File: src/rtl/core/shvd_pkg.sv
// Shared types and constants for the vertex dedup hash table.
// No dependencies.
`timescale 1ns / 1ps
`default_nettype none
package shvd_pkg;
    localparam logic [31:0] PRIME_X = 32'd73856093;
    localparam logic [31:0] PRIME_Y = 32'd19349663;
    localparam logic [31:0] PRIME_Z = 32'd83492791;
    localparam int unsigned SCRAMBLE_SHIFT = 17;
    localparam logic CMD_INSERT = 1'b0;
    localparam logic CMD_LOOKUP = 1'b1;

    function automatic logic [31:0] scramble_word(input logic [31:0] k);
        scramble_word = k ^ (k >> SCRAMBLE_SHIFT);
    endfunction
endpackage
`default_nettype wire

File: src/rtl/core/shvd_front.sv
// Front end: accepts commands, computes the scrambled hash in two stages and
// pushes hashed items into a small queue. Depends on shvd_pkg.
`timescale 1ns / 1ps
`default_nettype none
module shvd_front #(
    parameter int INDEX_BITS = 16,
    parameter int QDEPTH = 2
) (
    input  wire                  i_clk,
    input  wire                  i_rst_n,
    input  wire                  i_valid,
    output logic                 o_stall,
    input  wire                  i_cmd,
    input  wire [15:0]           i_vertex_index,
    input  wire [31:0]           i_pos_x,
    input  wire [31:0]           i_pos_y,
    input  wire [31:0]           i_pos_z,
    // queue read side
    output logic                 o_q_valid,
    input  wire                  i_q_pop,
    output logic                 o_q_cmd,
    output logic [INDEX_BITS-1:0] o_q_vidx,
    output logic [31:0]          o_q_x,
    output logic [31:0]          o_q_y,
    output logic [31:0]          o_q_z,
    output logic [31:0]          o_q_hash
);
    localparam int QW = $clog2(QDEPTH);
    localparam int ENTRY_W = 1 + INDEX_BITS + 96 + 32;

    // stage 1: products
    logic              r_s1_valid;
    logic              r_s1_cmd;
    logic [INDEX_BITS-1:0] r_s1_vidx;
    logic [31:0]       r_s1_x, r_s1_y, r_s1_z;
    logic [31:0]       r_s1_hx, r_s1_hy, r_s1_hz;
    logic [QW:0]       r_count;
    logic [QW-1:0]     r_wp, r_rp;
    logic [ENTRY_W-1:0] r_q [QDEPTH];
    logic              s1_push;
    logic [INDEX_BITS-1:0] vidx_in;

    // stall when the hash stage and queue could overflow
    assign o_stall = (r_count + {{QW{1'b0}}, r_s1_valid}) >= (QW+1)'(QDEPTH);
    assign s1_push = r_s1_valid;

    generate
        if (INDEX_BITS >= 16) begin : g_wide
            assign vidx_in = INDEX_BITS'(i_vertex_index);
        end else begin : g_narrow
            assign vidx_in = i_vertex_index[INDEX_BITS-1:0];
        end
    endgenerate

    // hash stage
    always_ff @(posedge i_clk) begin
        if (!i_rst_n) begin
            r_s1_valid <= 1'b0;
        end else begin
            r_s1_valid <= i_valid && !o_stall;
        end
        if (i_valid && !o_stall) begin
            r_s1_cmd  <= i_cmd;
            r_s1_vidx <= vidx_in;
            r_s1_x    <= i_pos_x;
            r_s1_y    <= i_pos_y;
            r_s1_z    <= i_pos_z;
            r_s1_hx   <= shvd_pkg::scramble_word(i_pos_x) * shvd_pkg::PRIME_X;
            r_s1_hy   <= shvd_pkg::scramble_word(i_pos_y) * shvd_pkg::PRIME_Y;
            r_s1_hz   <= shvd_pkg::scramble_word(i_pos_z) * shvd_pkg::PRIME_Z;
        end
    end

    // queue of hashed items
    always_ff @(posedge i_clk) begin
        if (!i_rst_n) begin
            r_count <= '0;
            r_wp    <= '0;
            r_rp    <= '0;
        end else begin
            if (s1_push) begin
                r_wp <= (r_wp == QW'(QDEPTH-1)) ? '0 : r_wp + 1'b1;
            end
            if (i_q_pop) begin
                r_rp <= (r_rp == QW'(QDEPTH-1)) ? '0 : r_rp + 1'b1;
            end
            r_count <= r_count + {{QW{1'b0}}, s1_push} - {{QW{1'b0}}, i_q_pop};
        end
        if (s1_push) begin
            r_q[r_wp] <= {r_s1_cmd, r_s1_vidx, r_s1_x, r_s1_y, r_s1_z,
                          r_s1_hx ^ r_s1_hy ^ r_s1_hz};
        end
    end

    assign o_q_valid = r_count != '0;
    assign {o_q_cmd, o_q_vidx, o_q_x, o_q_y, o_q_z, o_q_hash} = r_q[r_rp];

    // queue never overflows or underflows
    a_no_overflow: assert property (@(posedge i_clk) disable iff (!i_rst_n)
        r_count <= (QW+1)'(QDEPTH))
        else $error("front queue overflow");
    a_no_underflow: assert property (@(posedge i_clk) disable iff (!i_rst_n)
        i_q_pop |-> o_q_valid)
        else $error("front queue pop while empty");
endmodule
`default_nettype wire

File: config.mk
export PLATFORM = sky130hd
export DESIGN_NAME = shvd_front
export DESIGN_NICKNAME = d
export VERILOG_FILES = /design/src/rtl/core/shvd_pkg.sv /design/src/rtl/core/shvd_front.sv
export SDC_FILE = /design/constraint.sdc
export NUM_CORES = 2
export LEC_CHECK = 0
export BUFFER_PORTS_ARGS = -buffer_cell sky130_fd_sc_hd__buf_4
export CORE_MARGIN = 2
export CORE_UTILIZATION = 45
export CTS_BUF_LIST = sky130_fd_sc_hd__clkbuf_16
export DETAILED_ROUTE_END_ITERATION = 12
export GPL_TIMING_DRIVEN = 0
export SETUP_SLACK_MARGIN = 0.02
export SLEW_MARGIN = 10
export SYNTH_ARGS = -nofsm -noshare
export SYNTH_HDL_FRONTEND = slang
export SYNTH_SLANG_ARGS = --single-unit
File: constraint.sdc
create_clock -name i_clk -period 10.15 [get_ports i_clk]
set_input_delay 1.5225 -clock i_clk [delete_from_list [all_inputs] [get_ports i_clk]]
set_output_delay 1.5225 -clock i_clk [all_outputs]
set_load 0.05 [all_outputs]
# Word-level counts from Yosys, hierarchy flattened

Memories as Yosys holds them, arrays and structs flattened. A register that Yosys moved wholly into a read port is not among the register bits.
Cells that the tools add are included.
W data, S select, Z words.

Add/subtract/negate cells: 4
Multiply operators: 3
Div/mod/pow operators: 0
Magnitude comparators: 1
Eq/ne operators: 0
Shifts and indexed selects: 0
Mux-type cells: 6
Bitwise gates (word level): 5
Reductions and logical operators: 3

Operator list:

| kind                     | count |
|---|---|
| $xor A32 B15 Y32         | 3 |
| $mul A32 B27 Y32 const B | 2 |
| $xor A32 B32 Y32         | 2 |
| $mul A32 B25 Y32 const B | 1 |
| $mux W1                  | 6 |
| $add A1 B1 Y1 const B    | 2 |
| $add A2 B1 Y2            | 1 |
| $ge A2 B2 Y1 const B     | 1 |
| $reduce_bool A2 Y1       | 1 |
| $sub A2 B1 Y2            | 1 |
| $logic_and A1 B1 Y1      | 1 |
| $logic_not A1 Y1         | 1 |

Bits in registers: 214
Latch bits: 0
RAM bits: 290
Bits in read-only memories: 0
Input port bits: 117
Logic and storage cells: 35
Memories: 1

Memories:

| memory | words | bits a word | rd ports | clocked after memory_dff | write ports | RTL line         | RTL |
|---|---|---|---|---|---|---|---|
| r_q    | 2     | 145         | 1        | 1                        | 1           | shvd_front.sv:39 | `logic [ENTRY_W-1:0] r_q [QDEPTH];` |

# Longest topological paths before layout

Depth after elaboration: 4
Depth in mapped cells: 26
Mapped depth without buffers: 26

# Least setup slack after synthesis

No wires, ideal clock.

Path kind: input port to flip-flop
Start: in i_pos_x[4]
End: reg r_s1_hx[30] (data pin)
Library setup time: 0.258 ns
Arrival time: 7.462 ns
Setup slack: 2.431 ns
Cell stages on the path: 24
Buffers on the path: 0
Cell sequence: xor2_1 > inv_1 > fa_1 > inv_1 > fa_1 > ha_1 > inv_1 > fa_1 > fa_1 > inv_1 > fa_1 > inv_1 > fa_1 > inv_1 > ha_1 > a2111oi_0 > o21ai_0 > o21a_1 > a221o_1 > a41oi_2 > a21oi_2 > a21o_1 > a21oi_2 > xnor2_1

Cells in the longest elaborated chain, start to end: 2

RTL lines:

| item                   | RTL line         | RTL |
|---|---|---|
| start: declaration     | shvd_front.sv:15 | `input wire [31:0] i_pos_x,` |
| $xor A32 B15 Y32       | shvd_pkg.sv:14   | `scramble_word = k ^ (k >> SCRAMBLE_SHIFT);` |
| $mul A32 B27 Y32       | shvd_front.sv:68 | `r_s1_hx <= shvd_pkg::scramble_word(i_pos_x) * shvd_pkg::PRIME_X;` |
| end signal: assignment | shvd_front.sv:68 |  |
| end: declaration       | shvd_front.sv:36 | `logic [31:0] r_s1_hx, r_s1_hy, r_s1_hz;` |

No other way between the ends.
A chain may end at the register's enable or synchronous reset.

# Worst setup path after layout

Start: in i_pos_z[25]
End: reg r_s1_hz[30] (data pin)

Cells in the longest elaborated chain, start to end: 2

RTL lines:

| item                   | RTL line         | RTL |
|---|---|---|
| start: declaration     | shvd_front.sv:17 | `input wire [31:0] i_pos_z,` |
| $xor A32 B15 Y32       | shvd_pkg.sv:14   |  |
| $mul A32 B27 Y32       | shvd_front.sv:70 | `r_s1_hz <= shvd_pkg::scramble_word(i_pos_z) * shvd_pkg::PRIME_Z;` |
| end signal: assignment | shvd_front.sv:70 |  |
| end: declaration       | shvd_front.sv:36 |  |

No other way between the ends.

==> impl_metrics.env <==
export IMPL_run_status="finished clean"
export IMPL_antenna_violations_before_repair=5
export IMPL_syn_area_um2=44100
export IMPL_numCtsBuffers=54
export IMPL_unrepaired_setup_endpoints_after_global_routing="no"
export IMPL_clock_fmax_mhz=113
export IMPL_top_level_ports=264
export IMPL_cts_sinks=505
export IMPL_critical_path_peak_fanout=6
export IMPL_synth_seq_cells=505
export IMPL_worst_setup_path_start_kind="primary input"
export IMPL_final_setup_skew_ns=0.0179
export IMPL_hpwlAfterDp_mm=84.4
export IMPL_critical_path_endpoint_type="flip-flop"
export IMPL_placeable_area_um2=96900
export IMPL_gr_total_overflow=0
export IMPL_synth_compound_area_share_pct=2.94
export IMPL_drtAntennaViolNets=0
export IMPL_post_synth_fa_ha_maj_area_fraction_pct=41.9
export IMPL_netlist_instances=3538
export IMPL_start_util_pct=45.5
export IMPL_global_route_usage_met1_pct=30.2
export IMPL_fin_worst_hold_slack_ns=0.442
export IMPL_cts_tree="yes"
export IMPL_hold_depth=0
export IMPL_crit_arrival_ns=9.26
export IMPL_global_route_usage_met3_pct=3.88
export IMPL_final_period_utilization_pct=87.4
export IMPL_clk_transition_reported_paths_ns=0.06
export IMPL_grtUsageTotal_pct=21.3
export IMPL_drtPass1Iterations=5
export IMPL_postSynth_asyncResetShare_pct=0
export IMPL_synth_top_family_by_area="adder cells"
export IMPL_finalNetCount=5106
export IMPL_synth_enable_flop_cells=499
export IMPL_yosysUniqueCellTypes=52
export IMPL_fp_row_count=114
export IMPL_mostFrequentLayoutCells="1,129 x sky130_fd_sc_hd__inv_1, 617 x sky130_fd_sc_hd__fa_1, 499 x sky130_fd_sc_hd__edfxtp_1, 491 x sky130_fd_sc_hd__ha_1, 263 x sky130_fd_sc_hd__buf_4"
export IMPL_max_clock_path_buffers=3
export IMPL_gr_max_usage_layer="met2"
export IMPL_clk_latency_ns=0.65
export IMPL_avgSynthCellArea_um2=12.5
export IMPL_layout_cells_most_common="sky130_fd_sc_hd__inv_1"
export IMPL_slew_headroom_pct=13.5
export IMPL_post_route_drc=0
export IMPL_globalplace_congestion=0.895
export IMPL_cts_root_buffer_cell="sky130_fd_sc_hd__clkbuf_16"
export IMPL_slew_viol_final=0
export IMPL_routedWlPerCell_um=19.8
export IMPL_synthXorXnorAreaFrac_pct=5.80
export IMPL_synth_seq_area_share_pct=34.3
export IMPL_ys_warnings_count=0
export IMPL_cts_htree_levels=2
export IMPL_first_global_vias=26797
export IMPL_area_delta_synth_final_pct=13.6
export IMPL_setup_violations=0
export IMPL_final_layout_size_suffix_gt1_share_pct=13.8
export IMPL_total_length_of_routed_wires_mm=103
export IMPL_met2_use_gr_pct=33.9
export IMPL_cts_resized=0
export IMPL_grt_max_degree=64
export IMPL_port_buffers=263
export IMPL_avgViaCountPerCell=4.77
export IMPL_synthSimpleGateAreaFrac_pct=1.67
export IMPL_hold_violations=0
export IMPL_die_area_um2=101000
export IMPL_wire_length_of_the_first_global_routing_pass_mm=159
export IMPL_worst_slew_pin_transition_ns=1.29
export IMPL_syn_num_nets=4763
export IMPL_cp_data_required_time_ns=10.55
export IMPL_floorplan_die_height_um=317
export IMPL_post_synth_mux_area_share_pct=3.70
export IMPL_cts_hold_buffers_added=0
export IMPL_min_delay_path_class="flip-flop to flip-flop"
export IMPL_critPathKind="primary input to flip-flop"
export IMPL_fin_crit_ns=8.87
export IMPL_drv_cap=0
export IMPL_initialDrtViolationCount=1256
export IMPL_path_depth_of_the_worst_reg2reg_path=5
export IMPL_ys_dominant_reg_cell="sky130_fd_sc_hd__edfxtp_1"
export IMPL_post_cts_setup_buffer_count=0
export IMPL_detailroute_via_count=24828
export IMPL_die_width_um=317
cell families (layout without fill, tap and decap cells):
| family | count (synthesis) | count (layout) |
|---|---|---|
| buf+inv | 1137 | 1523 |
| other cells | 0 | 3 |
| compound gates | 203 | 203 |
| xor+xnor | 292 | 292 |
| mux | 145 | 145 |
| flops | 505 | 505 |
| fa+ha+maj | 1108 | 1108 |
| simple gates | 148 | 148 |
sequential cells by signal, indices dropped and copies added (netlist names), named ones only:
signal and count:
r_s1_vidx 16, r_s1_hz 32, r_s1_valid 1, r_s1_x 32
r_s1_z 32, r_s1_y 32, r_s1_hx 32, r_count 2
r_wp 1, r_s1_hy 32, r_rp 1, r_q 290
r_s1_cmd 1
through the flow:
stage / std cells / setup WS, ns / setup TNS, ns / instance area [um2] / util, %
floorplan: 3538 / 2.43 / 0 / 44100 / -
global placement: 5077 / -2.36 / -337.46 / 47700 / 49.2
detailed placement: 5101 / 0.820 / 0 / 48200 / 49.8
CTS: 5200 / 1.49 / 0 / 50100 / 51.7
global route: 5202 / 0.984 / 0 / 50100 / 51.7
finish: 5203 / 1.28 / 0 / 50100 / 51.7
cell usage after synthesis, types with 2 or more instances:
library cell / count / share of area (%)
sky130_fd_sc_hd__inv_1: 1119 / 9.5
sky130_fd_sc_hd__and3_1: 7 / 0.099
sky130_fd_sc_hd__a211oi_1: 9 / 0.15
sky130_fd_sc_hd__xor2_1: 69 / 1.4
sky130_fd_sc_hd__xnor2_1: 223 / 4.4
sky130_fd_sc_hd__a21oi_2: 2 / 0.040
sky130_fd_sc_hd__nand4_1: 2 / 0.028
sky130_fd_sc_hd__nor3_1: 12 / 0.14
sky130_fd_sc_hd__clkbuf_1: 18 / 0.15
sky130_fd_sc_hd__o21ai_1: 3 / 0.034
sky130_fd_sc_hd__o21a_1: 8 / 0.14
sky130_fd_sc_hd__nor2_1: 37 / 0.31
sky130_fd_sc_hd__nand3_1: 17 / 0.19
sky130_fd_sc_hd__edfxtp_1: 499 / 34
sky130_fd_sc_hd__a2111oi_0: 2 / 0.040
sky130_fd_sc_hd__nor2b_1: 11 / 0.16
sky130_fd_sc_hd__nand2_1: 25 / 0.21
sky130_fd_sc_hd__or2_2: 4 / 0.057
sky130_fd_sc_hd__ha_1: 491 / 14
sky130_fd_sc_hd__a21boi_0: 2 / 0.034
sky130_fd_sc_hd__a21oi_1: 74 / 0.84
sky130_fd_sc_hd__a21o_1: 31 / 0.53
sky130_fd_sc_hd__fa_1: 617 / 28
sky130_fd_sc_hd__and2_1: 8 / 0.11
sky130_fd_sc_hd__mux2_2: 145 / 3.7
sky130_fd_sc_hd__nand2b_1: 19 / 0.27
sky130_fd_sc_hd__or3_1: 4 / 0.057
sky130_fd_sc_hd__dfxtp_1: 6 / 0.27
sky130_fd_sc_hd__a211o_1: 2 / 0.040
sky130_fd_sc_hd__o21bai_1: 12 / 0.20
sky130_fd_sc_hd__a221o_1: 2 / 0.045
sky130_fd_sc_hd__a31oi_1: 3 / 0.043
sky130_fd_sc_hd__o211ai_1: 6 / 0.10
sky130_fd_sc_hd__o21ai_0: 31 / 0.35
path summary, 6_finish.rpt:
kind | start | endpoint | slack, ns
worst max-delay path | i_pos_z[25] | r_s1_hz[30] | 1.28
worst min-delay path | r_s1_z[15] | r_q[0][47] | 0.44
worst min register to register | r_s1_z[15] | r_q[0][47] | 0.44
worst max register to register | r_s1_valid | r_s1_x[11] | 7.43
worst max-delay path: stages:
cell                        delay (ns)
sky130_fd_sc_hd__buf_4            0.14
sky130_fd_sc_hd__xor2_1           0.96
sky130_fd_sc_hd__ha_1             0.45
sky130_fd_sc_hd__xnor2_1          0.72
sky130_fd_sc_hd__inv_1            0.13
sky130_fd_sc_hd__fa_1             0.54
sky130_fd_sc_hd__inv_1            0.06
sky130_fd_sc_hd__fa_1             0.39
sky130_fd_sc_hd__fa_1             0.55
sky130_fd_sc_hd__fa_1             0.55
sky130_fd_sc_hd__inv_1            0.05
sky130_fd_sc_hd__fa_1             0.49
sky130_fd_sc_hd__inv_1            0.05
sky130_fd_sc_hd__fa_1             0.47
sky130_fd_sc_hd__inv_1            0.04
sky130_fd_sc_hd__ha_1             0.34
sky130_fd_sc_hd__a21oi_1          0.21
sky130_fd_sc_hd__a21boi_0         0.21
sky130_fd_sc_hd__a2bb2oi_1        0.57
sky130_fd_sc_hd__a21oi_1          0.25
sky130_fd_sc_hd__a211o_1          0.32
sky130_fd_sc_hd__a21oi_1          0.17
sky130_fd_sc_hd__xnor2_1          0.08
cell type report:
| cell class | count | area, um2 |
|---|---|---|
| fill | 8454 | 46700 |
| multi-input combinational | 1896 | 24900 |
| sequential | 505 | 15100 |
| inverter | 1119 | 4200 |
| timing repair buffer | 287 | 2410 |
| tap | 1276 | 1600 |
| clock buffer | 55 | 1380 |
| clock inverter | 44 | 455 |
| buffer | 18 | 67.6 |
| antenna | 3 | 7.51 |
per-layer routing:
metal / share of wire (%) / up-vias
met3: 5.1 / 117
met1: 46 / 12564
met4: 2.4 / 0
met5: 0 / -
li1: - / 11701
met2: 47 / 446
Power is not shown: default switching activity piles up to over one toggle a cycle in this logic, so the estimate is an artifact.
